<file path="config.mk">
export PLATFORM = sky130hd
export DESIGN_NAME = utf8_validate_collapse_whitespace_unit
export DESIGN_NICKNAME = d
export VERILOG_FILES = /design/src/rtl/uvc_pkg.sv /design/src/rtl/uvc_front.sv /design/src/rtl/uvc_queue.sv /design/src/rtl/uvc_back.sv /design/src/rtl/utf8_validate_collapse_whitespace_unit.sv
export SDC_FILE = /design/constraint.sdc
export NUM_CORES = 1
export LEC_CHECK = 0
export ABC_AREA = 1
export ABC_CLOCK_PERIOD_IN_PS = 17400
export BUFFER_PORTS_ARGS = -buffer_cell sky130_fd_sc_hd__buf_2
export CAP_MARGIN = 20
export CELL_PAD_IN_SITES_DETAIL_PLACEMENT = 0
export CELL_PAD_IN_SITES_GLOBAL_PLACEMENT = 2
export CORE_UTILIZATION = 25
export CTS_BUF_LIST = sky130_fd_sc_hd__clkbuf_4 sky130_fd_sc_hd__clkbuf_8 sky130_fd_sc_hd__clkbuf_16
export CTS_CLUSTER_DIAMETER = 40
export CTS_CLUSTER_SIZE = 14
export DETAILED_ROUTE_END_ITERATION = 7
export PLACE_DENSITY = 0.52
export RECOVER_POWER = 25
export SKIP_LAST_GASP = 1
export SLEW_MARGIN = 40
export SYNTH_ARGS = -nofsm -noshare
export SYNTH_HDL_FRONTEND = slang
export SYNTH_SLANG_ARGS = --single-unit
</file>
<file path="constraint.sdc">
create_clock -name i_clk -period 17.4 [get_ports i_clk]
set_input_delay 1.74 -clock i_clk [delete_from_list [all_inputs] [get_ports i_clk]]
set_output_delay 1.74 -clock i_clk [all_outputs]
set_load 0.02 [all_outputs]
</file>
<file path="src/rtl/uvc_pkg.sv">
package uvc_pkg;

    // Result kinds.
    localparam logic [1:0] KIND_DATA   = 2'd0;
    localparam logic [1:0] KIND_ACCEPT = 2'd1;
    localparam logic [1:0] KIND_REJECT = 2'd2;

    // Observation length limit and byte counter.
    localparam int unsigned        COUNT_W       = 13;
    localparam logic [COUNT_W-1:0] MAX_BYTES_RST = 13'd4096;
    localparam logic [COUNT_W-1:0] COUNT_SAT     = 13'h1fff;

    // Lead byte ranges.
    localparam logic [7:0] LEAD2_LO = 8'hc2;
    localparam logic [7:0] LEAD2_HI = 8'hdf;
    localparam logic [7:0] LEAD3_LO = 8'he0;
    localparam logic [7:0] LEAD3_HI = 8'hef;
    localparam logic [7:0] LEAD4_LO = 8'hf0;
    localparam logic [7:0] LEAD4_HI = 8'hf4;

    // Code point limits and special characters.
    localparam logic [20:0] CP_MAX      = 21'h10ffff;
    localparam logic [20:0] CP_SURR_LO  = 21'h00d800;
    localparam logic [20:0] CP_SURR_HI  = 21'h00dfff;
    localparam logic [20:0] CP_LSEP     = 21'h002028;
    localparam logic [20:0] CP_PSEP     = 21'h002029;
    localparam logic [20:0] CP_BOM      = 21'h00feff;
    localparam logic [20:0] CP_CR       = 21'h00000d;
    localparam logic [20:0] CP_LF       = 21'h00000a;
    localparam logic [20:0] CP_SPACE    = 21'h000020;
    localparam logic [20:0] CP_C1_LO    = 21'h00007f;
    localparam logic [20:0] CP_C1_HI    = 21'h00009f;
    localparam logic [20:0] CP_NBSP     = 21'h0000a0;

    // Separator bytes written in the output.
    localparam logic [7:0] BYTE_LF    = 8'h0a;
    localparam logic [7:0] BYTE_SPACE = 8'h20;

    // Results one input byte can cause, and queue depth.
    localparam int unsigned MAX_RESULTS = 6;
    localparam int unsigned QUEUE_DEPTH = 4;

    typedef struct packed {
        logic [7:0] in_byte;
        logic       in_last;
    } t_in_item;

    typedef struct packed {
        logic [1:0] kind;
        logic [7:0] out_byte;
        logic       run_last;
    } t_out_item;

    // One result before the run_last mark is attached.
    typedef struct packed {
        logic [1:0] kind;
        logic [7:0] out_byte;
    } t_result;

    // All results caused by one input byte.
    typedef struct packed {
        logic [2:0]                   count;
        t_result [MAX_RESULTS-1:0]    items;
    } t_job;

    // Queue status seen by the front and back parts.
    typedef struct packed {
        logic full;
        logic not_empty;
    } t_queue_status;

endpackage

</file>
<file path="src/rtl/uvc_front.sv">
module uvc_front
    import uvc_pkg::*;
(
    input  logic                i_clk,
    input  logic                i_rst_n,
    input  logic                i_cfg_we,
    input  logic [COUNT_W-1:0]  i_cfg_data,
    input  logic                i_in_valid,
    output logic                o_in_ready,
    input  t_in_item            i_in,
    input  t_queue_status       i_qstat,
    output logic                o_push,
    output t_job                o_job
);

    logic [COUNT_W-1:0] r_max_bytes;
    logic [COUNT_W-1:0] r_count, n_count;
    logic [20:0]        r_accum, n_accum;
    logic [1:0]         r_left, n_left;
    logic [1:0]         r_slen, n_slen;
    logic               r_psp, n_psp;
    logic               r_pnl, n_pnl;
    logic               r_emitted, n_emitted;
    logic               r_failed, n_failed;
    logic [7:0]         r_held [3];
    logic [7:0]         n_held [3];

    logic               accept;
    logic               v_fail;
    logic               v_finish;
    logic               v_emit;
    logic [1:0]         v_pos;
    logic [7:0]         b;
    t_result            cand [MAX_RESULTS];
    logic [MAX_RESULTS-1:0] cand_v;
    logic [2:0]         k;

    assign b          = i_in.in_byte;
    assign o_in_ready = !i_qstat.full;
    assign accept     = i_in_valid && o_in_ready;
    assign o_push     = accept && (o_job.count != 3'd0);

    // Decode the byte, update the observation state and build the result list.
    always_comb begin
        n_count   = (r_count != COUNT_SAT) ? r_count + 1'b1 : r_count;
        v_fail    = r_failed || (n_count > r_max_bytes);
        n_accum   = r_accum;
        n_left    = r_left;
        n_slen    = r_slen;
        n_psp     = r_psp;
        n_pnl     = r_pnl;
        n_emitted = r_emitted;
        n_held    = r_held;
        v_finish  = 1'b0;
        v_emit    = 1'b0;
        v_pos     = 2'd0;

        if (!v_fail) begin
            if (r_left == 2'd0) begin
                if (b[7] == 1'b0) begin
                    n_accum  = {13'd0, b};
                    n_slen   = 2'd0;
                    v_finish = 1'b1;
                end else if (b inside {[LEAD2_LO:LEAD2_HI]}) begin
                    n_accum   = {16'd0, b[4:0]};
                    n_slen    = 2'd1;
                    n_left    = 2'd1;
                    n_held[0] = b;
                end else if (b inside {[LEAD3_LO:LEAD3_HI]}) begin
                    n_accum   = {17'd0, b[3:0]};
                    n_slen    = 2'd2;
                    n_left    = 2'd2;
                    n_held[0] = b;
                end else if (b inside {[LEAD4_LO:LEAD4_HI]}) begin
                    n_accum   = {18'd0, b[2:0]};
                    n_slen    = 2'd3;
                    n_left    = 2'd3;
                    n_held[0] = b;
                end else begin
                    v_fail = 1'b1;
                end
            end else if (b[7:6] != 2'b10) begin
                v_fail = 1'b1;
            end else begin
                n_accum = {r_accum[14:0], b[5:0]};
                n_left  = r_left - 1'b1;
                if (n_left == 2'd0) begin
                    v_finish = 1'b1;
                end else begin
                    v_pos = n_slen - n_left;
                    if (v_pos != 2'd3) begin
                        n_held[v_pos] = b;
                    end
                end
            end
        end

        // A complete code point is checked and classified.
        if (v_finish) begin
            if ((n_slen == 2'd1 && n_accum < 21'h80) ||
                (n_slen == 2'd2 && n_accum < 21'h800) ||
                (n_slen == 2'd3 && n_accum < 21'h10000) ||
                (n_accum > CP_MAX) ||
                (n_accum inside {[CP_SURR_LO:CP_SURR_HI]})) begin
                v_fail = 1'b1;
            end else if (n_accum == CP_CR || n_accum == CP_LF ||
                         n_accum == CP_LSEP || n_accum == CP_PSEP) begin
                n_pnl = r_emitted;
                n_psp = 1'b0;
            end else if (n_accum <= CP_SPACE ||
                         (n_accum inside {[CP_C1_LO:CP_C1_HI]}) ||
                         n_accum == CP_NBSP) begin
                n_psp = r_emitted;
            end else if (n_accum != CP_BOM) begin
                v_emit    = 1'b1;
                n_pnl     = 1'b0;
                n_psp     = 1'b0;
                n_emitted = 1'b1;
            end
        end

        // Candidate results in output order.
        cand[0]   = '{kind: KIND_DATA, out_byte: r_pnl ? BYTE_LF : BYTE_SPACE};
        cand_v[0] = v_emit && (r_pnl || r_psp);
        for (int i = 0; i < 3; i++) begin
            cand[i+1]   = '{kind: KIND_DATA, out_byte: r_held[i]};
            cand_v[i+1] = v_emit && (2'(i) < n_slen);
        end
        cand[4]   = '{kind: KIND_DATA, out_byte: b};
        cand_v[4] = v_emit;
        cand_v[5] = i_in.in_last;
        cand[5]   = '{kind: (v_fail || n_left != 2'd0) ? KIND_REJECT : KIND_ACCEPT,
                      out_byte: 8'd0};

        // Pack the present candidates to the front of the job.
        o_job = '0;
        k     = 3'd0;
        for (int i = 0; i < MAX_RESULTS; i++) begin
            if (cand_v[i]) begin
                o_job.items[k] = cand[i];
                k = k + 3'd1;
            end
        end
        o_job.count = k;

        n_failed = v_fail;

        // The end of an observation returns its state to the start.
        if (i_in.in_last) begin
            n_count   = '0;
            n_accum   = '0;
            n_left    = 2'd0;
            n_slen    = 2'd0;
            n_psp     = 1'b0;
            n_pnl     = 1'b0;
            n_emitted = 1'b0;
            n_failed  = 1'b0;
        end
    end

    // Length limit register.
    always_ff @(posedge i_clk) begin
        if (!i_rst_n) begin
            r_max_bytes <= MAX_BYTES_RST;
        end else if (i_cfg_we) begin
            r_max_bytes <= i_cfg_data;
        end
    end

    // Observation state.
    always_ff @(posedge i_clk) begin
        if (!i_rst_n) begin
            r_count   <= '0;
            r_accum   <= '0;
            r_left    <= 2'd0;
            r_slen    <= 2'd0;
            r_psp     <= 1'b0;
            r_pnl     <= 1'b0;
            r_emitted <= 1'b0;
            r_failed  <= 1'b0;
        end else if (accept) begin
            r_count   <= n_count;
            r_accum   <= n_accum;
            r_left    <= n_left;
            r_slen    <= n_slen;
            r_psp     <= n_psp;
            r_pnl     <= n_pnl;
            r_emitted <= n_emitted;
            r_failed  <= n_failed;
        end
    end

    // Bytes of the sequence in progress; no reset needed.
    always_ff @(posedge i_clk) begin
        if (accept) begin
            r_held <= n_held;
        end
    end

endmodule

</file>
<file path="src/rtl/uvc_queue.sv">
module uvc_queue
    import uvc_pkg::*;
(
    input  logic          i_clk,
    input  logic          i_rst_n,
    input  logic          i_push,
    input  t_job          i_job,
    input  logic          i_pop,
    output t_job          o_head,
    output t_queue_status o_stat
);

    logic [1:0] r_wr_ptr;
    logic [1:0] r_rd_ptr;
    logic [2:0] r_fill;
    t_job       r_mem [QUEUE_DEPTH];

    assign o_head           = r_mem[r_rd_ptr];
    assign o_stat.full      = (r_fill == 3'(QUEUE_DEPTH));
    assign o_stat.not_empty = (r_fill != 3'd0);

    // Pointers and fill level.
    always_ff @(posedge i_clk) begin
        if (!i_rst_n) begin
            r_wr_ptr <= 2'd0;
            r_rd_ptr <= 2'd0;
            r_fill   <= 3'd0;
        end else begin
            if (i_push) begin
                r_wr_ptr <= r_wr_ptr + 2'd1;
            end
            if (i_pop) begin
                r_rd_ptr <= r_rd_ptr + 2'd1;
            end
            if (i_push && !i_pop) begin
                r_fill <= r_fill + 3'd1;
            end else if (!i_push && i_pop) begin
                r_fill <= r_fill - 3'd1;
            end
        end
    end

    // Job storage.
    always_ff @(posedge i_clk) begin
        if (i_push) begin
            r_mem[r_wr_ptr] <= i_job;
        end
    end

endmodule

</file>
<file path="src/rtl/uvc_back.sv">
module uvc_back
    import uvc_pkg::*;
(
    input  logic          i_clk,
    input  logic          i_rst_n,
    input  t_job          i_head,
    input  t_queue_status i_qstat,
    output logic          o_pop,
    output logic          o_out_valid,
    input  logic          i_out_ready,
    output t_out_item     o_out
);

    logic [2:0] r_idx;
    logic       r_out_valid;
    t_out_item  r_out;
    t_result    item;
    logic       item_last;
    logic       load;

    assign item      = i_head.items[r_idx];
    assign item_last = (r_idx == i_head.count - 3'd1);
    assign load      = i_qstat.not_empty && (!r_out_valid || i_out_ready);
    assign o_pop     = load && item_last;

    assign o_out_valid = r_out_valid;
    assign o_out       = r_out;

    // Step through the head job one result per transfer.
    always_ff @(posedge i_clk) begin
        if (!i_rst_n) begin
            r_idx       <= 3'd0;
            r_out_valid <= 1'b0;
        end else begin
            if (load) begin
                r_idx <= item_last ? 3'd0 : r_idx + 3'd1;
            end
            r_out_valid <= load || (r_out_valid && !i_out_ready);
        end
    end

    // Output register.
    always_ff @(posedge i_clk) begin
        if (load) begin
            r_out <= '{kind: item.kind, out_byte: item.out_byte, run_last: item_last};
        end
    end

endmodule

</file>
<file path="src/rtl/utf8_validate_collapse_whitespace_unit.sv">
// The results of an input byte are registered in the job queue and then in the output register.
// Throughput: one input byte per cycle while the result queue has room; the output
// register gives one result per cycle while the receiver is ready.
// A four-entry job queue absorbs bursts of up to six results from one byte.
// Reset (synchronous, active low) clears the observation state and the queue and
// sets the length limit to 4096; there is no clearing pass.
module utf8_validate_collapse_whitespace_unit
    import uvc_pkg::*;
(
    input  logic               i_clk,
    input  logic               i_rst_n,
    input  logic               i_cfg_we,
    input  logic [COUNT_W-1:0] i_cfg_data,
    input  logic               i_in_valid,
    output logic               o_in_ready,
    input  t_in_item           i_in,
    output logic               o_out_valid,
    input  logic               i_out_ready,
    output t_out_item          o_out
);

    t_queue_status qstat;
    t_job          job;
    t_job          head;
    logic          push;
    logic          pop;

    // Decoder and classifier.
    uvc_front u_front (
        .i_clk      (i_clk),
        .i_rst_n    (i_rst_n),
        .i_cfg_we   (i_cfg_we),
        .i_cfg_data (i_cfg_data),
        .i_in_valid (i_in_valid),
        .o_in_ready (o_in_ready),
        .i_in       (i_in),
        .i_qstat    (qstat),
        .o_push     (push),
        .o_job      (job)
    );

    // Job queue between the two halves.
    uvc_queue u_queue (
        .i_clk   (i_clk),
        .i_rst_n (i_rst_n),
        .i_push  (push),
        .i_job   (job),
        .i_pop   (pop),
        .o_head  (head),
        .o_stat  (qstat)
    );

    // Result serialiser.
    uvc_back u_back (
        .i_clk       (i_clk),
        .i_rst_n     (i_rst_n),
        .i_head      (head),
        .i_qstat     (qstat),
        .o_pop       (pop),
        .o_out_valid (o_out_valid),
        .i_out_ready (i_out_ready),
        .o_out       (o_out)
    );

endmodule

</file>
==> implementation parameters, run 1 <==
Parameter                              Value

Critical path
  Required time worst endpoint    17620 ps
  Crit path arrival time    about 12000 ps
  CP Class    input port to register
  Slowest stage delay, CP    1110 ps
  Critical path startpoint category    input port
  Crit-path max FO    37
  Kind of end point of the critical path    register
  Most frequent cell on the critical path    sky130_fd_sc_hd__nand2_1
  Standard cell with the maximum stage delay on the critical path    sky130_fd_sc_hd__nor2_1

CTS
  H-Tree Depth    3
  Clk slew on worst S/H paths    50 ps
  Worst-case clock buffer depth    3
  Post-CTS setup repair buffer count    0
  Cells resized by post-CTS repair    0
  Later-pin clock latency in the skew report    610 ps
  CTS Sinks    between 300 and 400
  Number of CTS-inserted buffers    75
  Hold buffers post-CTS    0
  CTS tree    yes
  Clock tree root driver cell    sky130_fd_sc_hd__clkbuf_16

Global route
  Peak-usage layer in the global routing report    met2
  Wire length of the first global-routing pass    93.1 mm
  Global route overflow    0
  Met2 global-route usage    just under 30%
  Total routing resource utilization after global routing    17.1%
  Global routing met1 resource utilization    21.8%
  Met3 usage in global routing    2.86%
  Largest net degree at the start of global routing    80
  Vias in the first global route    14300
  Number of antenna violations at the first check in global routing    1

Floorplanning
  Floorplan die area    72700 sq um
  Die height    270 um
  # rows    97
  Floorplan Core Area    slightly above 70000 sq um
  Initial core utilization    25.4%
  I/O pins    40
  Die extent in x    around 270 um

Power and ir drop
  Final Power    3.62 mW
  PD cells    approximately 170 nW/um^2
  Static leakage power    7.81 nW
  Maximum vdd ir drop    between 0.08 and 0.09 mV

Synth
  Synth warnings    0
  Unique masters post-synth    57
  Post-synthesis sequential element count    about 360
  Netlist area before placement    17900 sq um
  Post-synthesis average cell area    around 9.2 sq um
  Instance count of the mapped netlist    1945
  Sequential cell area fraction in the yosys report    55.7%
  Synthesized netlist net count    2004
  Synth async-reset ratio    0%
  Count of flip-flops with a built-in enable after synthesis    287
  Most used flip-flop cell after synthesis    sky130_fd_sc_hd__edfxtp_1

Place
  Detailed-placement wirelength estimate    41.3 mm
  Port buffer count    39
  Routability-driven placement congestion ratio    ~0.87
  Post-Place Setup Slack    7330 ps

Outcome
  Result of the run    finished with violations
  Violated checks    capacitance limit, slew limit

Final layout
  Most common cell after layout, fill and taps aside    sky130_fd_sc_hd__nand2_1
  FILL cells    7364
  Most used cells in the layout excluding fill and tap cells    sky130_fd_sc_hd__nand2_1, sky130_fd_sc_hd__edfxtp_1, sky130_fd_sc_hd__nor2_1
  Share of cells above drive strength 1    12.1%
  Area delta synth->final    21.5%
  Nets@finish    slightly above 2000
  Antenna diode count    0

Detailed routing
  Drt pass-1 iters    5
  Detailed Route Iter0 Violations    946
  Final routed wire length divided by cell count    20.9 um
  Routed wire length    between 60 and 70 mm
  Total via count after detailed routing    roughly 14000
  Number of nets with antenna violations after detailed routing    0
  Average vias per placed instance    4.76
  DRC violations left    0

STA
  Unrepaired setup endpoints after global routing    no
  Clock skew after layout    ~27 ps
  Final period utilization    65.6%
  Worst-margin pin slew    3820 ps
  Final count of pins violating max slew    203
  Total count of hold-check failures in the final report    0
  Final Critical Period    11420 ps
  Setup Viol. Count Final    0
  Setup TNS    0 ps
  PnR worst setup slack    5980 ps
  Maximum operating frequency    0.0876 GHz
  Max-slew headroom at the worst pin    -154%

Worst hold path
  Path type of the worst min-delay path    register to register

Run
  Max-Cap Viols    4
state kept, by name, indices dropped and copies added, names as in the netlist, named ones only:
name                 cells
u_front.r_failed         1
u_queue.r_rd_ptr         2
u_front.r_left           2
u_front.r_slen           2
u_queue.r_fill           3
u_front.r_max_bytes     13
u_back.o_out_valid       1
u_front.r_accum         21
u_front.cand            24
u_back.o_out            11
u_front.r_emitted        1
u_front.r_pnl            1
u_back.r_idx             3
u_front.r_psp            1
u_queue.r_mem          252
u_front.r_count         13
u_queue.r_wr_ptr         2
metrics by stage:
stage               hold slack (ps)  cells  cell area (sq um)  util [%]
finish                          464   2985              21800      30.9
global route                    488   2985              21800      30.9
CTS                             461   2985              21900      31.0
detailed placement              453   2849              19100      27.1
global placement                451   2848              19100      27.0
floorplan                       435   1945              17900         -
routing by layer:
| metal | vias up | wire length (um) | part of all wire, % |
|---|---|---|---|
| met4 | 0 | 1680 | 2.7 |
| li1 | 6897 | - | - |
| met1 | 6907 | 28400 | 45 |
| met5 | - | 0 | 0 |
| met2 | 303 | 30000 | 48 |
| met3 | 102 | 2410 | 3.9 |
power breakdown:
part	total, mW	switching, mW	internal (mW)
Combinational	0.862	0.647	0.215
Clock	1.55	0.485	1.07
Sequential	1.20	0.0673	1.13
Total	3.62	1.20	2.42
synthesized netlist by cell type, drive strengths merged, types with 2 or more instances:
master	instances	area, sq um
fa	2	40.0
o211ai	61	458
a32o	3	30.0
o22ai	32	200
xnor2	7	61.3
a21oi	81	432
clkinv	4	16.3
o21ai	228	1140
nand3b	2	15.0
and2	2	12.5
clkbuf	79	297
a22oi	5	37.5
o32ai	6	52.6
dfxtp	68	1360
inv	192	723
a31oi	2	12.5
o221ai	44	385
xor2	8	70.1
nand2	401	1610
buf	17	110
ha	30	375
nand4	25	178
nor2	255	1030
edfxtp	287	8620
nand3	76	443
or2	2	15.0
nor3	14	91.3
a211oi	5	37.5
worst paths after layout:
kind,startpoint,to,slack [ps],depth (start not counted)
setup / recovery,i_in[8],u_queue.r_mem[2][1],5980,37
hold / removal,u_queue.r_rd_ptr[1],register,460,2
setup reg to reg,u_front.r_count[0],u_queue.r_mem[2][1],6590,53
hold reg to reg,u_queue.r_rd_ptr[1],register,460,2
worst max-delay path, delay by kind of cell:
family / cells / cell delay, ps
adders and majority gates: 3 / 1170
and+or+nand+nor: 24 / 4650
buffers and inverters: 8 / 3470
AOI/OAI and AO/OA: 2 / 490
cells by family after synthesis:
logic type / count (synthesis) / synth area share [%]
adder cells (fa/ha/maj): 32 / 2.32
flip-flops: 355 / 55.7
AO/OA/AOI/OAI: 473 / 15.8
XOR/XNOR: 15 / 0.734
AND/OR/NAND/NOR: 778 / 19.0
buffers and inverters: 292 / 6.40
layout make-up:
| type | count | area [sq um] | area share, % |
|---|---|---|---|
| Clock buffer | 86 | 2010 | 9.23 |
| Clock inverter | 50 | 754 | 3.47 |
| Inverter | 196 | 742 | 3.41 |
| Multi-Input combinational cell | 1298 | 6780 | 31.1 |
| Sequential cell | 355 | 9980 | 45.9 |
| Tap cell | 940 | 1180 | 5.41 |
| Timing Repair Buffer | 60 | 322 | 1.48 |
(Power assumes the default switching activity.)
==> inputs of run 2 (changes only) <==
--- a/config.mk
+++ b/config.mk
@@ -6,7 +6,7 @@
 export NUM_CORES = 1
 export LEC_CHECK = 0
 export ABC_AREA = 1
-export ABC_CLOCK_PERIOD_IN_PS = 17400
+export ABC_CLOCK_PERIOD_IN_PS = 9700
 export BUFFER_PORTS_ARGS = -buffer_cell sky130_fd_sc_hd__buf_2
 export CAP_MARGIN = 20
 export CELL_PAD_IN_SITES_DETAIL_PLACEMENT = 0
@@ -16,7 +16,7 @@
 export CTS_CLUSTER_DIAMETER = 40
 export CTS_CLUSTER_SIZE = 14
 export DETAILED_ROUTE_END_ITERATION = 7
-export PLACE_DENSITY = 0.52
+export PLACE_DENSITY = 0.54
 export RECOVER_POWER = 25
 export SKIP_LAST_GASP = 1
 export SLEW_MARGIN = 40
==> constraint.sdc (replaced) <==
create_clock -name i_clk -period 9.7 [get_ports i_clk]
set_input_delay 0.97 -clock i_clk [delete_from_list [all_inputs] [get_ports i_clk]]
set_output_delay 0.97 -clock i_clk [all_outputs]
set_load 0.02 [all_outputs]
==> run 2 against run 1 <==
Effect of this change:
- the run still ends with capacitance limit, slew limit left
- global-route usage down 0.34 points
- count of clock-buffer cells in the layout up 11
- sequential power up 78%
- worst setup slack worse by 5000 ps
- critical path depth up 17
==> implementation parameters, run 2 (synthesized netlist as in run 1, its figures left out) <==
Parameter                              Value

Detailed routing
  DRC violations left    0
  Average vias per placed instance    4.74
  Number of nets with antenna violations after detailed routing    0
  Routed wire length    61.3 mm
  Drt pass-1 iters    5
  Detailed Route Iter0 Violations    880
  Final routed wire length divided by cell count    20.4 um
  Total via count after detailed routing    14300

STA
  Final Critical Period    8680 ps
  Worst-margin pin slew    3980 ps
  Max-slew headroom at the worst pin    -166%
  Total count of hold-check failures in the final report    0
  Unrepaired setup endpoints after global routing    no
  Setup Viol. Count Final    0
  Clock skew after layout    between 40 and 50 ps
  Final count of pins violating max slew    221
  Maximum operating frequency    0.115 GHz
  Final period utilization    89.5%
  Setup TNS    0 ps

Global route
  Number of antenna violations at the first check in global routing    0
  Wire length of the first global-routing pass    91.9 mm
  Total routing resource utilization after global routing    16.7%
  Global route overflow    0
  Vias in the first global route    14300
  Largest net degree at the start of global routing    approximately 80

Critical path
  Kind of end point of the critical path    register
  Standard cell with the maximum stage delay on the critical path    sky130_fd_sc_hd__fa_2
  Most frequent cell on the critical path    sky130_fd_sc_hd__nand2_1
  Slowest stage delay, CP    550 ps
  Required time worst endpoint    between 10000 and 15000 ps
  Critical path startpoint category    register
  CP Class    register to register
  Buffers plus inverters on the worst setup path    14
  Crit-path max FO    11
  Top Family by Delay on Critical Path    simple AND/OR/NAND/NOR gates
  Crit path arrival time    9180 ps

CTS
  Clock tree root driver cell    sky130_fd_sc_hd__clkbuf_16
  CTS Sinks    ~360
  Later-pin clock latency in the skew report    620 ps
  Worst-case clock buffer depth    3
  CTS tree    yes
  H-Tree Depth    3
  Hold buffers post-CTS    0
  Clk slew on worst S/H paths    roughly 50 ps
  Number of CTS-inserted buffers    78

Power and ir drop
  PD cells    around 300 nW/um^2
  Maximum vdd ir drop    approximately 0.12 mV
  Static leakage power    about 7.9 nW
  Final Power    ~6.5 mW

Worst hold path
  Path type of the worst min-delay path    register to register

Final layout
  FILL cells    7296
  Total area of sequential cells    9980 sq um
  Most common cell after layout, fill and taps aside    sky130_fd_sc_hd__nand2_1
  Max reg flops    252
  Area used by multi-input combinational logic    between 6000 and 7000 sq um
  Most used cells in the layout excluding fill and tap cells    sky130_fd_sc_hd__nand2_1, sky130_fd_sc_hd__edfxtp_1, sky130_fd_sc_hd__nor2_1
  Nets@finish    2062
  Share of cells above drive strength 1    13.5%
  Core Util, Final    about 31%
  Largest reg by FF count    u_queue.r_mem
  Area delta synth->final    22.9%

Floorplanning
  Die extent in x    270 um
  Floorplan Core Area    70500 sq um
  Die height    270 um
  # rows    97
  I/O pins    40
  Floorplan die area    approximately 73000 sq um
  Initial core utilization    25.4%

Place
  Port buffer count    39
  Routability-driven placement congestion ratio    0.822
  Detailed-placement wirelength estimate    39.9 mm

Run
  Max-Cap Viols    4

Outcome
  Violated checks    capacitance limit, slew limit
  Result of the run    finished with violations
-- run 2: what timing repair did --
| action | in CTS | in global routing |
|---|---|---|
| resized for setup | 0 | 4 |
| setup endpoints to repair | 0 | 35 |
| buffers inserted | 0 | 1 |
-- run 2: worst paths after layout --
| check | slack, ps | to | startpoint | cells after the start |
|---|---|---|---|---|
| min | 460 | register | u_queue.r_rd_ptr[1] | 2 |
| max | 1020 | u_queue.r_fill[1] | u_front.r_count[0] | 54 |
| min reg2reg | 460 | register | u_queue.r_rd_ptr[1] | 2 |
| max reg2reg | 1020 | u_queue.r_fill[1] | u_front.r_count[0] | 54 |
-- run 2: power breakdown --
part	switching (mW)	internal [mW]
combinational	1.16	0.415
clock	0.913	1.85
sequential	0.100	2.03
-- run 2: per-stage QoR --
stage / setup slack (ps) / hold slack [ps] / area [sq um] / cells
4_1_cts: 619 / 458 / 22100 / 3005
6_report: 1020 / 461 / 22000 / 3009
5_1_grt: 81.0 / 476 / 22000 / 3007
3_3_place_gp: 817 / 448 / 19200 / 2860
3_5_place_dp: 646 / 463 / 19300 / 2861
2_1_floorplan: 460 / 435 / 17900 / 1945
-- run 2: final cells by class --
cell class	instances	share of cell area (%)
Clock inverter	47	2.97
Tap cell	940	5.34
Multi-Input combinational cell	1299	30.9
Clock buffer	97	9.68
Sequential cell	355	45.4
Timing Repair Buffer	73	2.33
Inverter	196	3.37
Antenna cell	2	0.0227
-- run 2: metal layers --
| metal | track usage [%] | vias to the layer above | part of all wire, % |
|---|---|---|---|
| li1 | - | 6933 | - |
| met1 | 22.1 | 6931 | 46 |
| met2 | 27.8 | 298 | 48 |
| met3 | 2.92 | 108 | 4.1 |
| met4 | 5.32 | 0 | 2.4 |
| met5 | 0 | - | 0 |
-- run 2: tightest hold or removal path: stages, from the launching register on --
cell,delay (ps)
sky130_fd_sc_hd__dfxtp_1,290
sky130_fd_sc_hd__inv_1,50
sky130_fd_sc_hd__a21oi_1,80
==> inputs of run 3 (changes only) <==
--- a/config.mk
+++ b/config.mk
@@ -14,9 +14,8 @@
 export CORE_UTILIZATION = 25
 export CTS_BUF_LIST = sky130_fd_sc_hd__clkbuf_4 sky130_fd_sc_hd__clkbuf_8 sky130_fd_sc_hd__clkbuf_16
 export CTS_CLUSTER_DIAMETER = 40
-export CTS_CLUSTER_SIZE = 14
 export DETAILED_ROUTE_END_ITERATION = 7
-export PLACE_DENSITY = 0.54
+export PLACE_DENSITY = 0.61
 export RECOVER_POWER = 25
 export SKIP_LAST_GASP = 1
 export SLEW_MARGIN = 40
==> run 3 against run 2 <==
Effect of this change:
- the run still ends with capacitance limit, slew limit left
- sequential share of layout area grew 0.77 points
- via count shrank 1.4%
- highest routed layer unchanged
- largest power group unchanged
- sequential power about the same
- utilization fell by 0.52 points
- power shrank 4.0%
==> implementation parameters, run 3 (synthesized netlist as in run 1, its figures left out) <==
Parameter                              Value

Outcome
  Result of the run    finished with violations
  Violated checks    capacitance limit, slew limit

CTS
  Post-CTS setup repair buffer count    0
  Worst-case clock buffer depth    3
  Number of CTS-inserted buffers    72
  CTS tree    yes
  Clock tree root driver cell    sky130_fd_sc_hd__clkbuf_16
  Clk slew on worst S/H paths    about 50 ps
  Later-pin clock latency in the skew report    just over 600 ps
  CTS Sinks    355
  H-Tree Depth    3
  Cells resized by post-CTS repair    0
  Hold buffers post-CTS    0

Detailed routing
  Met1 wire length    26.5 mm
  Drt pass-1 iters    5
  Routed wire length    roughly 57 mm
  Number of nets with antenna violations after detailed routing    0
  Detailed Route Iter0 Violations    a little over 900
  Met2 routed wirelength    approximately 27 mm
  Average vias per placed instance    4.72
  Total via count after detailed routing    14100
  Topmost layer with routed signal wires    met4
  DRC violations left    0
  Met3 WL post-DR    ~2 mm
  Final routed wire length divided by cell count    19.0 um

Final layout
  Most common cell after layout, fill and taps aside    sky130_fd_sc_hd__nand2_1
  Share of cells above drive strength 1    12.3%
  Area delta synth->final    20.8%
  Largest reg by FF count    u_queue.r_mem
  Final cell count without fillers    2983
  Antenna diode count    0
  Nets@finish    2043
  Most used cells in the layout excluding fill and tap cells    sky130_fd_sc_hd__nand2_1, sky130_fd_sc_hd__edfxtp_1, sky130_fd_sc_hd__nor2_1
  Max reg flops    252

Critical path
  CP Class    register to register
  Slowest stage delay, CP    690 ps
  Critical path startpoint category    register
  Kind of end point of the critical path    register
  Register-to-Register Setup Slack    1150 ps
  Crit path arrival time    9030 ps
  Crit-path max FO    28
  Required time worst endpoint    10180 ps
  Standard cell with the maximum stage delay on the critical path    sky130_fd_sc_hd__fa_2
  Most frequent cell on the critical path    sky130_fd_sc_hd__nand2_1

Global route
  Vias in the first global route    14200
  Wire length of the first global-routing pass    87.4 mm
  Total routing resource utilization after global routing    15.6%
  Largest net degree at the start of global routing    about 90
  Global route overflow    0
  Number of antenna violations at the first check in global routing    0

Place
  Routability-driven placement congestion ratio    0.830
  Detailed-placement wirelength estimate    36.2 mm
  Port buffer count    39
  Placed Instances    2850

STA
  Total count of hold-check failures in the final report    0
  Setup TNS    0 ps
  Maximum operating frequency    ~0.12 GHz
  Final count of pins violating max slew    ~130
  Clock skew after layout    between 40 and 50 ps
  Max-slew headroom at the worst pin    -171%
  Final Critical Period    approximately 8500 ps
  Setup Viol. Count Final    0
  Final period utilization    88.1%
  Unrepaired setup endpoints after global routing    no
  Worst-margin pin slew    between 4000 and 5000 ps

Power and ir drop
  PD cells    between 200 and 300 nW/um^2
  Maximum vdd ir drop    around 0.15 mV
  Static leakage power    7.72 nW

Floorplanning
  Initial core utilization    25.4%
  Die extent in x    270 um
  Die height    270 um
  # rows    97
  Floorplan Core Area    just over 70000 sq um
  Floorplan die area    slightly above 70000 sq um
  I/O pins    40

Run
  Max-Cap Viols    3

Worst hold path
  Path type of the worst min-delay path    register to register
-- run 3: cell count changes in the layout (fill, tap and decap cells not counted), sizes merged, moves of 2 or more --
| cell | delta |
|---|---|
| bufinv | -2 |
| buf | -12 |
| inv | +6 |
| diode | -2 |
| clkbuf | -13 |
| clkinv | -2 |
-- run 3: worst max-delay path, delay by kind of cell (launching register included) --
kind	cells	cell delay (ps)
flip-flops	1	350
adder cells (fa/ha/maj)	6	2050
AND/OR/NAND/NOR	29	3550
buffers and inverters	12	1360
XOR/XNOR	1	150
AO/OA/AOI/OAI	7	940
-- run 3: path summary, 6_finish.rpt --
| kind | start | end | cells past startpoint |
|---|---|---|---|
| min reg2reg | u_front.r_max_bytes[3] | u_front.r_max_bytes[3] | 2 |
| min | u_front.r_max_bytes[3] | u_front.r_max_bytes[3] | 2 |
| max | u_front.r_count[0] | u_queue.r_fill[1] | 55 |
| max reg2reg | u_front.r_count[0] | u_queue.r_fill[1] | 55 |
-- run 3: power breakdown --
| part | total [mW] | leakage [nW] | switching (mW) | internal, mW |
|---|---|---|---|---|
| clock | 2.58 | 1.24 | 0.885 | 1.69 |
| sequential | 2.13 | 2.98 | 0.0992 | 2.03 |
| combinational | 1.51 | 3.50 | 1.11 | 0.394 |
-- run 3: through the flow --
step / area (sq um) / power [mW] / worst slack [ps] / hold WS [ps] / utilization, %
2_1_floorplan: 17900 / 3.17 / 460 / 435 / -
3_3_place_gp: 19100 / 3.70 / 1060 / 441 / 27.1
3_5_place_dp: 19100 / 3.71 / 878 / 457 / 27.1
4_1_cts: 21700 / 6.33 / 845 / 464 / 30.8
5_1_grt: 21600 / 6.56 / 42.1 / 493 / 30.7
6_report: 21600 / 6.22 / 1150 / 464 / 30.7
-- run 3: layer usage --
| layer | vias to the layer above | track usage, % |
|---|---|---|
| met5 | - | 0 |
| met4 | 0 | 4.84 |
| met3 | 99 | 2.57 |
| met2 | 255 | 26.2 |
| met1 | 6836 | 20.5 |
| li1 | 6885 | - |
-- run 3: cell type report --
| type | instances | area (sq um) |
|---|---|---|
| clock buffer | 84 | 1970 |
| clock inverter | 49 | 612 |
| fill | 7362 | 48900 |
| inverter | 196 | 741 |
| multi-input combinational | 1298 | 6800 |
| sequential | 355 | 9980 |
| tap | 940 | 1180 |
| timing repair buffer | 61 | 364 |
